--- config.mk ---
export PLATFORM = sky130hd
export DESIGN_NAME = soundex_name_encoder
export DESIGN_NICKNAME = d
export VERILOG_FILES = /design/src/hdl/snd_pkg.sv /design/src/hdl/snd_front.sv /design/src/hdl/snd_queue.sv /design/src/hdl/snd_back.sv /design/src/hdl/soundex_name_encoder.sv
export SDC_FILE = /design/constraint.sdc
export NUM_CORES = 1
export LEC_CHECK = 0
export ABC_AREA = 1
export BUFFER_PORTS_ARGS = -buffer_cell sky130_fd_sc_hd__buf_2
export CORE_UTILIZATION = 60
export DETAILED_ROUTE_END_ITERATION = 8
export PLACE_DENSITY = 0.79
export SKIP_CTS_REPAIR_TIMING = 1
export SLEW_MARGIN = 0
export SYNTH_ARGS = -nofsm -noshare
export SYNTH_HDL_FRONTEND = slang
export SYNTH_SLANG_ARGS = --single-unit
--- constraint.sdc ---
create_clock -name clk -period 2.7 [get_ports clk]
set_input_delay 0.27 -clock clk [delete_from_list [all_inputs] [get_ports clk]]
set_output_delay 0.27 -clock clk [all_outputs]
set_load 0.005 [all_outputs]
--- src/hdl/snd_pkg.sv ---
// Shared types, constants and letter class table for the Soundex name encoder.
`timescale 1ns / 1ps
`default_nettype none

package snd_pkg;

    // Number of Soundex digits kept after the first letter.
    localparam int CodeDigits = 3;

    // Depth of the queue between the classifier and the encoder.
    localparam int QueueDepth = 4;
    localparam int QueuePtrW  = $clog2(QueueDepth);
    localparam int QueueCntW  = $clog2(QueueDepth + 1);

    // ASCII bounds used by the classifier.
    localparam logic [7:0] AsciiUpperA = 8'h41;
    localparam logic [7:0] AsciiUpperZ = 8'h5A;
    localparam logic [7:0] AsciiLowerA = 8'h61;
    localparam logic [7:0] AsciiLowerZ = 8'h7A;
    localparam logic [7:0] CaseOffset  = 8'h20;

    // Class 0 marks vowels and H W Y: they separate runs but add no digit.
    localparam logic [2:0] ClassSeparator = 3'd0;

    // Digit class of each letter A..Z.
    localparam logic [2:0] LetterClass [26] = '{
        3'd0, 3'd1, 3'd2, 3'd3, 3'd0, 3'd1, 3'd2, 3'd0, 3'd0, 3'd2, 3'd2, 3'd4, 3'd5,
        3'd5, 3'd0, 3'd1, 3'd2, 3'd6, 3'd2, 3'd3, 3'd0, 3'd1, 3'd0, 3'd2, 3'd0, 3'd2
    };

    // One classified byte as it travels from the front to the back.
    typedef struct packed {
        logic       is_letter;
        logic [6:0] upper;
        logic [2:0] cls;
        logic       last;
    } item_t;

endpackage

`default_nettype wire

--- src/hdl/snd_front.sv ---
// Front end: classifies each raw byte into letter flag, upper-case code and digit class.
`timescale 1ns / 1ps
`default_nettype none

module snd_front
(
    input  wire logic          in_valid,
    input  wire logic [7:0]    char_in,
    input  wire logic          last_char,
    input  wire logic          queue_full,
    output snd_pkg::item_t     item,
    output logic               push,
    output logic               in_stall
);

    logic       is_upper;
    logic       is_lower;
    logic [7:0] upper_byte;
    logic [4:0] letter_index;

    // Letter detection and upper-casing.
    assign is_upper   = (char_in >= snd_pkg::AsciiUpperA) && (char_in <= snd_pkg::AsciiUpperZ);
    assign is_lower   = (char_in >= snd_pkg::AsciiLowerA) && (char_in <= snd_pkg::AsciiLowerZ);
    assign upper_byte = is_lower ? (char_in - snd_pkg::CaseOffset) : char_in;

    // Only meaningful for letters; other bytes get a harmless index.
    always_comb
    begin
        letter_index = 5'd0;
        if (is_upper || is_lower)
        begin
            letter_index = 5'(upper_byte - snd_pkg::AsciiUpperA);
        end
    end

    // Build the classified beat.
    always_comb
    begin
        item.is_letter = is_upper || is_lower;
        item.upper     = upper_byte[6:0];
        item.cls       = snd_pkg::LetterClass[letter_index];
        item.last      = last_char;
    end

    // Accept whenever the queue has room.
    assign in_stall = queue_full;
    assign push     = in_valid && !queue_full;

endmodule

`default_nettype wire

--- src/hdl/snd_queue.sv ---
// Short FIFO of classified beats between the front end and the encoder.
`timescale 1ns / 1ps
`default_nettype none

module snd_queue
(
    input  wire logic            clk,
    input  wire logic            rst_n,
    input  wire logic            push,
    input  wire snd_pkg::item_t  push_item,
    input  wire logic            pop,
    output snd_pkg::item_t       head_item,
    output logic                 head_valid,
    output logic                 full
);

    snd_pkg::item_t                  entry_reg [snd_pkg::QueueDepth];
    logic [snd_pkg::QueuePtrW-1:0]   wr_ptr_reg;
    logic [snd_pkg::QueuePtrW-1:0]   wr_ptr_next;
    logic [snd_pkg::QueuePtrW-1:0]   rd_ptr_reg;
    logic [snd_pkg::QueuePtrW-1:0]   rd_ptr_next;
    logic [snd_pkg::QueueCntW-1:0]   count_reg;
    logic [snd_pkg::QueueCntW-1:0]   count_next;

    assign head_item  = entry_reg[rd_ptr_reg];
    assign head_valid = (count_reg != '0);
    assign full       = (count_reg == snd_pkg::QueueCntW'(snd_pkg::QueueDepth));

    // Pointer and occupancy update.
    always_comb
    begin
        wr_ptr_next = push ? wr_ptr_reg + snd_pkg::QueuePtrW'(1) : wr_ptr_reg;
        rd_ptr_next = pop ? rd_ptr_reg + snd_pkg::QueuePtrW'(1) : rd_ptr_reg;
        count_next  = count_reg;
        if (push && !pop)
        begin
            count_next = count_reg + snd_pkg::QueueCntW'(1);
        end
        else if (!push && pop)
        begin
            count_next = count_reg - snd_pkg::QueueCntW'(1);
        end
    end

    always_ff @(posedge clk or negedge rst_n)
    begin
        if (!rst_n)
        begin
            wr_ptr_reg <= '0;
            rd_ptr_reg <= '0;
            count_reg  <= '0;
        end
        else
        begin
            wr_ptr_reg <= wr_ptr_next;
            rd_ptr_reg <= rd_ptr_next;
            count_reg  <= count_next;
        end
    end

    // Entry storage needs no reset.
    always_ff @(posedge clk)
    begin
        if (push)
        begin
            entry_reg[wr_ptr_reg] <= push_item;
        end
    end

endmodule

`default_nettype wire

--- src/hdl/snd_back.sv ---
// Back end: folds classified beats into the Soundex code and holds the result beat.
`timescale 1ns / 1ps
`default_nettype none

module snd_back
(
    input  wire logic            clk,
    input  wire logic            rst_n,
    input  wire snd_pkg::item_t  head_item,
    input  wire logic            head_valid,
    output logic                 pop,
    output logic                 out_valid,
    input  wire logic            out_stall,
    output logic [6:0]           code_letter,
    output logic [2:0]           code_digit_one,
    output logic [2:0]           code_digit_two,
    output logic [2:0]           code_digit_three,
    output logic                 no_letters
);

    logic       seen_letter_reg;
    logic       seen_letter_next;
    logic [6:0] held_letter_reg;
    logic [6:0] held_letter_next;
    logic [2:0] previous_class_reg;
    logic [2:0] previous_class_next;
    logic [1:0] digits_held_reg;
    logic [1:0] digits_held_next;
    logic [2:0] digit_store_reg  [snd_pkg::CodeDigits];
    logic [2:0] digit_store_next [snd_pkg::CodeDigits];

    logic       out_valid_reg;
    logic       out_valid_next;
    logic [6:0] code_letter_reg;
    logic [2:0] digit_one_reg;
    logic [2:0] digit_two_reg;
    logic [2:0] digit_three_reg;
    logic       no_letters_reg;
    logic       emit;

    // Take a beat unless it would finish a name while the result register is still held.
    assign pop  = head_valid && !(head_item.last && out_valid_reg && out_stall);
    assign emit = pop && head_item.last;

    // Encoder state update for one letter.
    always_comb
    begin
        seen_letter_next    = seen_letter_reg;
        held_letter_next    = held_letter_reg;
        previous_class_next = previous_class_reg;
        digits_held_next    = digits_held_reg;
        digit_store_next    = digit_store_reg;
        if (pop && head_item.is_letter)
        begin
            if (!seen_letter_reg)
            begin
                seen_letter_next    = 1'b1;
                held_letter_next    = head_item.upper;
                previous_class_next = head_item.cls;
            end
            else if (head_item.cls != previous_class_reg)
            begin
                previous_class_next = head_item.cls;
                if ((head_item.cls != snd_pkg::ClassSeparator) &&
                    (digits_held_reg < 2'(snd_pkg::CodeDigits)))
                begin
                    digit_store_next[digits_held_reg] = head_item.cls;
                    digits_held_next = digits_held_reg + 2'd1;
                end
            end
        end
    end

    // Encoder state registers; a finished name clears them.
    always_ff @(posedge clk or negedge rst_n)
    begin
        if (!rst_n)
        begin
            seen_letter_reg    <= 1'b0;
            held_letter_reg    <= '0;
            previous_class_reg <= '0;
            digits_held_reg    <= '0;
            for (int i = 0; i < snd_pkg::CodeDigits; i++)
            begin
                digit_store_reg[i] <= '0;
            end
        end
        else if (emit)
        begin
            seen_letter_reg    <= 1'b0;
            held_letter_reg    <= '0;
            previous_class_reg <= '0;
            digits_held_reg    <= '0;
            for (int i = 0; i < snd_pkg::CodeDigits; i++)
            begin
                digit_store_reg[i] <= '0;
            end
        end
        else
        begin
            seen_letter_reg    <= seen_letter_next;
            held_letter_reg    <= held_letter_next;
            previous_class_reg <= previous_class_next;
            digits_held_reg    <= digits_held_next;
            digit_store_reg    <= digit_store_next;
        end
    end

    // Result beat valid flag.
    always_comb
    begin
        out_valid_next = out_valid_reg;
        if (emit)
        begin
            out_valid_next = 1'b1;
        end
        else if (!out_stall)
        begin
            out_valid_next = 1'b0;
        end
    end

    always_ff @(posedge clk or negedge rst_n)
    begin
        if (!rst_n)
        begin
            out_valid_reg <= 1'b0;
        end
        else
        begin
            out_valid_reg <= out_valid_next;
        end
    end

    // Result payload; a name without letters leaves the letter and digit fields at zero.
    always_ff @(posedge clk)
    begin
        if (emit)
        begin
            code_letter_reg <= seen_letter_next ? held_letter_next : 7'd0;
            digit_one_reg   <= seen_letter_next ? digit_store_next[0] : 3'd0;
            digit_two_reg   <= seen_letter_next ? digit_store_next[1] : 3'd0;
            digit_three_reg <= seen_letter_next ? digit_store_next[2] : 3'd0;
            no_letters_reg  <= !seen_letter_next;
        end
    end

    assign out_valid        = out_valid_reg;
    assign code_letter      = code_letter_reg;
    assign code_digit_one   = digit_one_reg;
    assign code_digit_two   = digit_two_reg;
    assign code_digit_three = digit_three_reg;
    assign no_letters       = no_letters_reg;

endmodule

`default_nettype wire

--- src/hdl/soundex_name_encoder.sv ---
// Top level: Soundex name encoder with classifier, beat queue and encoder back end.
// Throughput: one byte beat per cycle while the queue has room; the encoder folds one queued beat
// each cycle unless a finished name waits on a stalled result beat. A last byte is written into
// the queue, then popped by the encoder into the result register, which raises out_valid.
// A four-entry queue lets up to four input beats flow while a result beat is stalled.
// Reset (rst_n low, asynchronous) empties the queue and clears the encoder state.
`timescale 1ns / 1ps
`default_nettype none

module soundex_name_encoder
(
    input  wire logic          clk,
    input  wire logic          rst_n,
    input  wire logic          in_valid,
    output logic               in_stall,
    input  wire logic [7:0]    char_in,
    input  wire logic          last_char,
    output logic               out_valid,
    input  wire logic          out_stall,
    output logic [6:0]         code_letter,
    output logic [2:0]         code_digit_one,
    output logic [2:0]         code_digit_two,
    output logic [2:0]         code_digit_three,
    output logic               no_letters
);

    snd_pkg::item_t front_item;
    snd_pkg::item_t head_item;
    logic           push;
    logic           pop;
    logic           head_valid;
    logic           queue_full;

    // Byte classifier.
    snd_front u_front
    (
        .in_valid   (in_valid),
        .char_in    (char_in),
        .last_char  (last_char),
        .queue_full (queue_full),
        .item       (front_item),
        .push       (push),
        .in_stall   (in_stall)
    );

    // Beat queue between classifier and encoder.
    snd_queue u_queue
    (
        .clk        (clk),
        .rst_n      (rst_n),
        .push       (push),
        .push_item  (front_item),
        .pop        (pop),
        .head_item  (head_item),
        .head_valid (head_valid),
        .full       (queue_full)
    );

    // Code builder and result register.
    snd_back u_back
    (
        .clk              (clk),
        .rst_n            (rst_n),
        .head_item        (head_item),
        .head_valid       (head_valid),
        .pop              (pop),
        .out_valid        (out_valid),
        .out_stall        (out_stall),
        .code_letter      (code_letter),
        .code_digit_one   (code_digit_one),
        .code_digit_two   (code_digit_two),
        .code_digit_three (code_digit_three),
        .no_letters       (no_letters)
    );

endmodule

`default_nettype wire

==> results.json, run 1 <==
{
  "p_clk_share_pct": 14.1,
  "core.rowCount": 31,
  "avgViaCountPerCell": 5.12,
  "route.detailed.drc": 0,
  "p_sw_uw": 2290,
  "ys_seq_area_share_pct": 58.3,
  "diodes": 0,
  "min_period_ns": 2.27,
  "drtIter0Drc": 160,
  "top_layer": "met4",
  "skew_ns": 0.0111,
  "cts_made_buffers": 9,
  "ios": 32,
  "cellPowerDensity_nw_per_um2": 1110,
  "grt_usage_pct": 20.5,
  "dp_hpwl_um": 5160,
  "cts.clk_slew.worst_paths_ns": 0.08,
  "p_leak_uw": 0.00221,
  "hold_class": "input port to flop",
  "rrSetupSlack_ns": 0.43,
  "gp_congestion": 0.822,
  "ys_seq_elements": 95,
  "nNetsFinal": 521,
  "firstDrtPassIters": 4,
  "start_util_pct": 62.9,
  "via_count": 3039,
  "chipHeight_um": 89.9,
  "dp.cells": 577,
  "path_cells": "inv_4 > nand2_1 > nand3_1 > nand3b_2 > nand2_4 > ha_1 > inv_1 > fa_1 > a21oi_1 > o21ai_0 > xor2_1",
  "drv_cap": 0,
  "hold_start": "last_char",
  "die_w_um": 89.9,
  "crit_path_top_delay_cell": "dfrtp_1",
  "avgSynthCellArea_um2": 10.3,
  "antenna_found_initial": 0,
  "critPathMaxStageDelay_ns": 0.53,
  "finalHoldViolCount": 0,
  "rr_worst_depth": 11,
  "synth_area_um2": 4640,
  "grt-ovfl-total": 0,
  "wl_met3_um": 388,
  "met1_length_um": 3470,
  "synth_ff_type": "edfxtp_1",
  "clock-sinks": 95,
  "holdPathEnd": "u_queue.entry_reg[2][0]$_DFFE_PP_",
  "crit_fanout": 14,
  "synth-edff-count": 65,
  "wirelength_um": 7570,
  "place_area_um2": 4880,
  "grt_pass1_vias": 2819,
  "critPathCaptureType": "flop",
  "worstPathRequired_ns": 2.94,
  "syn_inst": 452,
  "syn_to_final_growth_pct": 9.04,
  "critPathBufInv": 2,
  "wl_met2_um": 3600,
  "slew_violations": 0,
  "start_kind": "flop",
  "port_buffers": 31,
  "r2r-start": "u_queue.rd_ptr_reg[0]$_DFFE_PN0N_",
  "crit_type": "flop to flop",
  "setup_tns_ns": 0,
  "maxSlewHeadroom_pct": 25.2,
  "setup_viol": 0,
  "crit_start": "u_queue.rd_ptr_reg[0]$_DFFE_PN0N_",
  "critPathArrivalTime_ns": 2.51,
  "synthArstFlopShare_pct": 31.6,
  "ant_nets": 0,
  "fp.dieArea_um2": 8090,
  "combPwrFrac_pct": 44.5,
  "cts-root-buf": "clkbuf_8",
  "instances_no_fill": 594,
  "grt_max_degree": 31,
  "cts_max_level": 3,
  "hold_ws_ns": 0.140,
  "hold_depth": 1,
  "yosys.cell_types.count": 33,
  "final_area_um2": 5060,
  "worst_pin_slew_ns": 1.12,
  "p_int_uw": 3320,
  "cp_top_family": "flip-flops",
  "grt_pass1_wl_um": 12800,
  "cts_tree": "yes",
  "clock.fmax_mhz": 440,
  "core_area_um2": 7370,
  "power_frac_seq_pct": 41.3,
  "layout-drive-gt1-share_pct": 16.8,
  "ys_warn_count": 0,
  "r2r-end": "u_queue.count_reg[2]$_DFFE_PN0P_",
  "status": "finished clean",
  "cts_buffer_depth": 2,
  "largest_reg_flops": 48,
  "clk_latency_ns": 0.36,
  "syn_nets": 483,
  "rsz0062_at_grt": "false",
  "power.ir.vdd_worst_mv": 0.511,
  "wire_per_inst_um": 12.7,
  "p_sw_share_pct": 40.8,
  "period_share_pct": 84.2
}
## how the worst max path moves through the flow
stage                                             end  slack (ns)  cells after the start
floorplan           u_queue.entry_reg[0][2]$_DFFE_PP_        0.45                     16
global placement    u_queue.entry_reg[1][2]$_DFFE_PP_        0.29                     16
detailed placement  u_queue.entry_reg[3][2]$_DFFE_PP_        0.13                     16
CTS                  u_queue.count_reg[2]$_DFFE_PN0P_        0.42                     11
global route        u_queue.entry_reg[1][2]$_DFFE_PP_        0.21                     16
finish               u_queue.count_reg[2]$_DFFE_PN0P_        0.43                     11
## logic make-up (layout without fill, tap and decap cells)
logic type | Yosys count | count (layout) | synth area share [%]
AO/OA/AOI/OAI | 54 | 54 | 7.45
XOR/XNOR | 7 | 7 | 1.32
adder cells (fa/ha/maj) | 18 | 18 | 5.02
buffers and inverters | 78 | 121 | 7.53
flip-flops | 95 | 95 | 58.3
AND/OR/NAND/NOR | 200 | 200 | 20.4
## cell type report
class                      instances  area [µm²]
inverter                          66         250
clock buffer                       9         124
multi-input combinational        279        1590
tap                               99         124
timing repair buffer              39         230
fill                             554        2310
clock inverter                     7        40.0
sequential                        95        2700
## through the flow
| stage | utilization (%) | setup WS [ns] | power [µW] |
|---|---|---|---|
| after floorplan | - | 0.455 | 4280 |
| after global placement | 66.3 | 0.292 | 4800 |
| after detailed placement | 66.3 | 0.134 | 4860 |
| after CTS | 68.5 | 0.421 | 5650 |
| after global routing | 68.6 | 0.206 | 6040 |
| final | 68.6 | 0.426 | 5610 |
## layer usage
| metal | up-vias | global-route usage, % |
|---|---|---|
| met2 | 74 | 33.8 |
| met4 | 0 | 9.68 |
| met5 | - | 0 |
| li1 | 1559 | - |
| met1 | 1397 | 26.1 |
| met3 | 9 | 3.98 |
## power by group through the flow
stage | combinational (µW) | clock [µW] | sequential [µW]
after floorplan | 1960 | 0 | 2320
after global placement | 2450 | 0 | 2340
after detailed placement | 2510 | 0 | 2350
after CTS | 2520 | 807 | 2320
after global routing | 2810 | 860 | 2370
final | 2500 | 792 | 2320
## Yosys cell counts (all sizes together), types with 2 or more instances
library cell / number / area, µm²
o21ai: 26 / 130
xnor2: 2 / 17.5
nor2: 67 / 290
nand2: 93 / 384
xor2: 5 / 43.8
dfrtp: 30 / 751
nand3b: 5 / 41.3
inv: 66 / 250
o211ai: 2 / 15.0
nand4: 4 / 25.0
buf: 12 / 98.8
a211oi: 14 / 130
ha: 17 / 213
edfxtp: 65 / 1950
nand3: 30 / 200
a21oi: 4 / 20.0
o22ai: 7 / 43.8
## placed cells by master (no fill, tap or decap), drive strengths merged
cell type	synthesis	final
a31oi	1	1
o21ai	26	26
buf	12	38
and2	1	1
fa	1	1
dlygate4sd3	0	1
clkbuf	0	9
o22ai	7	7
clkinv	0	4
o211ai	2	2
a21oi	4	4
ha	17	17
dfrtp	30	30
xnor2	2	2
nand3b	5	5
a211oi	14	14
inv	66	66
nor2	67	67
xor2	5	5
clkinvlp	0	3
nand2	93	93
nand4	4	4
nand3	30	30
edfxtp	65	65
Note: power is estimated with default switching activity, not from simulation.
==> inputs of run 2 (changes only) <==
==> constraint.sdc (replaced) <==
create_clock -name clk -period 2.3 [get_ports clk]
set_input_delay 0.23 -clock clk [delete_from_list [all_inputs] [get_ports clk]]
set_output_delay 0.23 -clock clk [all_outputs]
set_load 0.005 [all_outputs]
==> results.json, run 2 (synthesis results as in run 1) <==
{
  "post-place-ws_ns": -0.00179,
  "largest_reg_flops": 48,
  "grt-ovfl-total": 0,
  "via_count": 3140,
  "grt_usage_pct": 22.0,
  "start_util_pct": 62.9,
  "ant_nets": 0,
  "rsz0062_at_grt": "false",
  "p_sw_share_pct": 40.1,
  "crit_fanout": 22,
  "nNetsFinal": 531,
  "cts-root-buf": "clkbuf_8",
  "p_sw_uw": 2770,
  "diodes": 0,
  "crit_path_top_delay_cell": "dfrtp_2",
  "cts.clk_slew.worst_paths_ns": 0.09,
  "p_leak_uw": 0.00228,
  "chipHeight_um": 89.9,
  "drv_cap": 0,
  "cts_buffer_depth": 2,
  "slew_violations": 0,
  "cts_tree": "yes",
  "cellPowerDensity_nw_per_um2": 1330,
  "cp_top_family": "simple AND/OR/NAND/NOR gates",
  "critPathArrivalTime_ns": 2.23,
  "fin_ws_ns": 0.171,
  "min_period_ns": 2.13,
  "hold_class": "input port to flop",
  "grt_max_degree": 31,
  "firstDrtPassIters": 4,
  "syn_to_final_growth_pct": 11.5,
  "crit_type": "flop to flop",
  "p_clk_share_pct": 15.8,
  "route.detailed.drc": 0,
  "critPathBufInv": 2,
  "path_cells": "buf_4 > nor2_1 > nor2_1 > o21ai_1 > nand2_1 > inv_2 > nor2_8 > nand2_4 > nor2_1 > a211oi_2",
  "worst_pin_slew_ns": 0.702,
  "dp_hpwl_um": 5570,
  "combPwrFrac_pct": 44.6,
  "core_area_um2": 7370,
  "grt_pass1_wl_um": 14100,
  "period_share_pct": 92.6,
  "critPathCaptureType": "flop",
  "status": "finished clean",
  "instances_no_fill": 604,
  "setup_viol": 0,
  "finalHoldViolCount": 0,
  "start_kind": "flop",
  "grt_pass1_vias": 3035,
  "drtIter0Drc": 184,
  "port_buffers": 31,
  "gp_congestion": 0.783,
  "final_area_um2": 5170,
  "clock.fmax_mhz": 470,
  "fp.dieArea_um2": 8090,
  "mostFrequentLayoutCell": "nand2_1",
  "cts_made_buffers": 9,
  "wire_per_inst_um": 13.4,
  "cts_max_level": 3,
  "cpMostUsedCell": "nor2_1",
  "dp.cells": 587,
  "hold_ws_ns": 0.119,
  "die_w_um": 89.9,
  "power.ir.vdd_worst_mv": 0.586,
  "maxSlewHeadroom_pct": 53.2,
  "core.rowCount": 31,
  "place_area_um2": 4960,
  "antenna_found_initial": 0,
  "p_int_uw": 4130,
  "power_frac_seq_pct": 39.6,
  "clk_latency_ns": 0.36,
  "layout-drive-gt1-share_pct": 18.6,
  "skew_ns": 0.0117,
  "ios": 32,
  "clock-sinks": 95,
  "wirelength_um": 8110,
  "worstPathRequired_ns": 2.41,
  "avgViaCountPerCell": 5.20,
  "final_cell_mix": "nand2_1 (85), edfxtp_1 (65), nor2_1 (63)",
  "critPathMaxStageDelay_ns": 0.51
}
-- run 2: changes by cell type in the layout (fill, tap and decap cells not counted), sizes merged --
| cell | change |
|---|---|
| clkinv | -4 |
| buf | +10 |
| clkinvlp | -1 |
| inv | +1 |
| clkbuf | +3 |
| bufinv | +1 |
-- run 2: worst paths after layout --
kind                                                startpoint                             endpoint  slack (ns)  cells after the start
hold / removal                                      char_in[4]    u_queue.entry_reg[1][8]$_DFFE_PP_        0.12                      1
max in group asynchronous                                rst_n    u_queue.rd_ptr_reg[0]$_DFFE_PN0N_        1.35                      2
min in group asynchronous                                rst_n     u_queue.count_reg[2]$_DFFE_PN0P_        0.44                      2
setup / recovery             u_queue.rd_ptr_reg[0]$_DFFE_PN0N_  u_back.code_letter[5]$_SDFFCE_PP0P_        0.17                     10
setup reg to reg             u_queue.rd_ptr_reg[0]$_DFFE_PN0N_  u_back.code_letter[5]$_SDFFCE_PP0P_        0.17                     10
hold reg to reg            u_back.held_letter_reg[3]$_DFF_PN0_  u_back.held_letter_reg[3]$_DFF_PN0_        0.54                      2
-- run 2: final cells by class --
type	instances	area, µm²
Clock buffer	12	145
Sequential cell	95	2700
Clock inverter	4	53.8
Inverter	66	253
Fill cell	523	2200
Timing Repair Buffer	49	305
Tap cell	99	124
Multi-Input combinational cell	279	1590
-- run 2: power by group through the flow --
stage	clock, µW	sequential, µW	combinational [µW]
floorplan	0	2720	2300
global placement	0	2750	2940
detailed placement	0	2760	3050
CTS	1100	2730	3090
global route	1180	2780	3480
finish	1090	2730	3080
-- run 2: per-stage QoR --
stage / setup TNS [ns] / util, % / power [µW]
6_report: 0 / 70.2 / 6900
5_1_grt: 0 / 70.2 / 7430
4_1_cts: 0 / 70.0 / 6910
3_5_place_dp: -0.00710 / 67.3 / 5810
3_3_place_gp: 0 / 67.3 / 5700
2_1_floorplan: 0 / - / 5030
-- run 2: worst reg2reg max path: stages (launching register included) --
cell	delay, ns
dfrtp_2	0.51
buf_4	0.27
nor2_1	0.07
nor2_1	0.11
o21ai_1	0.09
nand2_1	0.08
inv_2	0.07
nor2_8	0.18
nand2_4	0.19
nor2_1	0.26
a211oi_2	0.05
-- run 2: routing by layer --
layer  global-route usage, %  vias to the layer above  wire [µm]
met5                       0                        -          0
met4                    8.74                        0        126
met3                    3.05                        9        364
met2                    36.2                       82       3980
met1                    29.9                     1468       3640
li1                        -                     1581          -
==> inputs of run 3 (changes only) <==
--- a/config.mk
+++ b/config.mk
@@ -10,6 +10,7 @@
 export CORE_UTILIZATION = 60
 export DETAILED_ROUTE_END_ITERATION = 8
 export PLACE_DENSITY = 0.79
+export SETUP_SLACK_MARGIN = 0.4
 export SKIP_CTS_REPAIR_TIMING = 1
 export SLEW_MARGIN = 0
 export SYNTH_ARGS = -nofsm -noshare
==> results.json, run 3 (synthesis results as in run 1) <==
{
  "status": "finished clean",
  "critPathArrivalTime_ns": 2.23,
  "worstPathRequired_ns": 2.55,
  "drtIter0Drc": 161,
  "setup_viol": 0,
  "wirelength_um": 9160,
  "crit_fanout": 8,
  "clock.fmax_mhz": 504,
  "fp.dieArea_um2": 8090,
  "multi_input_area_um2": 1840,
  "fin_ws_ns": 0.316,
  "cp_num_cells": 11,
  "p_leak_uw": 0.00242,
  "cts_tree": "yes",
  "cp_top_family": "adder cells",
  "largest_reg_flops": 48,
  "grt_usage_pct": 22.7,
  "crit_start": "u_queue.rd_ptr_reg[0]$_DFFE_PN0N_",
  "r2r-end": "u_queue.count_reg[2]$_DFFE_PN0P_",
  "crit_path_top_delay_cell": "dfrtp_2",
  "cts_made_buffers": 9,
  "port_buffers": 31,
  "setup_tns_ns": 0,
  "period_share_pct": 86.3,
  "post-route-util_pct": 76.3,
  "cellPowerDensity_nw_per_um2": 1390,
  "cts_buffer_depth": 2,
  "core_area_um2": 7370,
  "hold_start": "last_char",
  "wire_per_inst_um": 14.8,
  "clock-sinks": 95,
  "ios": 32,
  "path_cells": "clkinv_4 > nand2_2 > nand3_2 > nand3b_4 > nand2_8 > ha_4 > inv_4 > fa_2 > a21oi_2 > o21ai_2 > xor2_1",
  "cts.clk_slew.worst_paths_ns": 0.09,
  "r2r-start": "u_queue.rd_ptr_reg[0]$_DFFE_PN0N_",
  "rrSetupSlack_ns": 0.32,
  "maxSlewHeadroom_pct": 52.9,
  "syn_to_final_growth_pct": 21.2,
  "grt_pass1_wl_um": 14400,
  "diodes": 0,
  "via_count": 3309,
  "finalHoldViolCount": 0,
  "regArea_um2": 2700,
  "firstDrtPassIters": 5,
  "critPathCaptureType": "flop",
  "drv_cap": 0,
  "cts_max_level": 3,
  "final_cell_mix": "nand2_1 (72), edfxtp_1 (65), nor2_1 (54)",
  "critPathMaxStageDelay_ns": 0.49,
  "crit_type": "flop to flop",
  "hold_depth": 1,
  "rr_worst_depth": 11,
  "layout-drive-gt1-share_pct": 31.2,
  "nNetsFinal": 546,
  "antenna_found_initial": 0,
  "start_kind": "flop",
  "critPathBufInv": 2,
  "chipHeight_um": 89.9,
  "power.ir.vdd_worst_mv": 0.640,
  "post-place-ws_ns": 0.0234,
  "rsz0062_at_grt": "true",
  "core.rowCount": 31,
  "slew_violations": 0,
  "hold_class": "input port to flop",
  "min_period_ns": 1.98,
  "avgViaCountPerCell": 5.35,
  "cts-root-buf": "clkbuf_8",
  "grt_pass1_vias": 3101,
  "dp_hpwl_um": 6080,
  "die_w_um": 89.9,
  "n_fill_cell": 483,
  "worst_pin_slew_ns": 0.706,
  "ant_nets": 0,
  "clk_latency_ns": 0.36,
  "power.total_uw": 7820,
  "route.detailed.drc": 0,
  "mostFrequentLayoutCell": "nand2_1",
  "skew_ns": 0.00715,
  "gp_congestion": 0.835,
  "grt-ovfl-total": 0,
  "start_util_pct": 62.9,
  "grt_max_degree": 31,
  "crit_end": "u_queue.count_reg[2]$_DFFE_PN0P_"
}
==> run 3: metrics by stage <==
stage,hold slack (ns),instances,cell area [µm²]
finish,0.115,619,5620
global route,0.105,619,5620
CTS,-0.0710,602,5250
detailed placement,0.318,586,5020
global placement,0.317,586,5020
floorplan,-0.0656,452,4710
==> run 3: area by class of cell <==
cell class / count / share of cell area (%)
sequential: 95 / 48.1
multi-input combinational: 279 / 32.7
timing repair buffer: 64 / 8.19
inverter: 66 / 4.74
clock buffer: 9 / 2.20
tap: 99 / 2.20
clock inverter: 7 / 1.87
==> run 3: how the worst min path moves through the flow <==
| stage | to |
|---|---|
| after floorplan | u_back.digit_store_reg[0]$_DFF_PN0_ |
| after global placement | u_back.held_letter_reg[4]$_DFF_PN0_ |
| after detailed placement | u_queue.count_reg[0]$_DFFE_PN0P_ |
| after CTS | u_queue.wr_ptr_reg[0]$_DFFE_PN0P_ |
| after global routing | u_queue.entry_reg[1][8]$_DFFE_PP_ |
| final | u_queue.entry_reg[0][0]$_DFFE_PP_ |
==> run 3: worst reg2reg max path, delay by kind of cell (launching register included) <==
kind,cells,cell delay [ns]
AO/OA/AOI/OAI,2,0.22
XOR/XNOR,1,0.14
adder cells (fa/ha/maj),2,0.51
buffers and inverters,2,0.16
flip-flops,1,0.49
AND/OR/NAND/NOR,4,0.36
==> run 3: report_power, final <==
part	leakage, µW	switching (µW)	internal (µW)
Combinational	0.00130	2370	1500
Sequential	0.00100	205	2520
Clock	0.000112	602	627
Total	0.00242	3170	4640
==> run 3: per-layer routing <==
layer / vias up / global-route usage (%) / wire length [µm]
li1: 1614 / - / -
met1: 1579 / 28.5 / 3870
met2: 94 / 39.7 / 4750
met3: 22 / 4.06 / 334
met4: 0 / 7.53 / 211
met5: - / 0 / 0
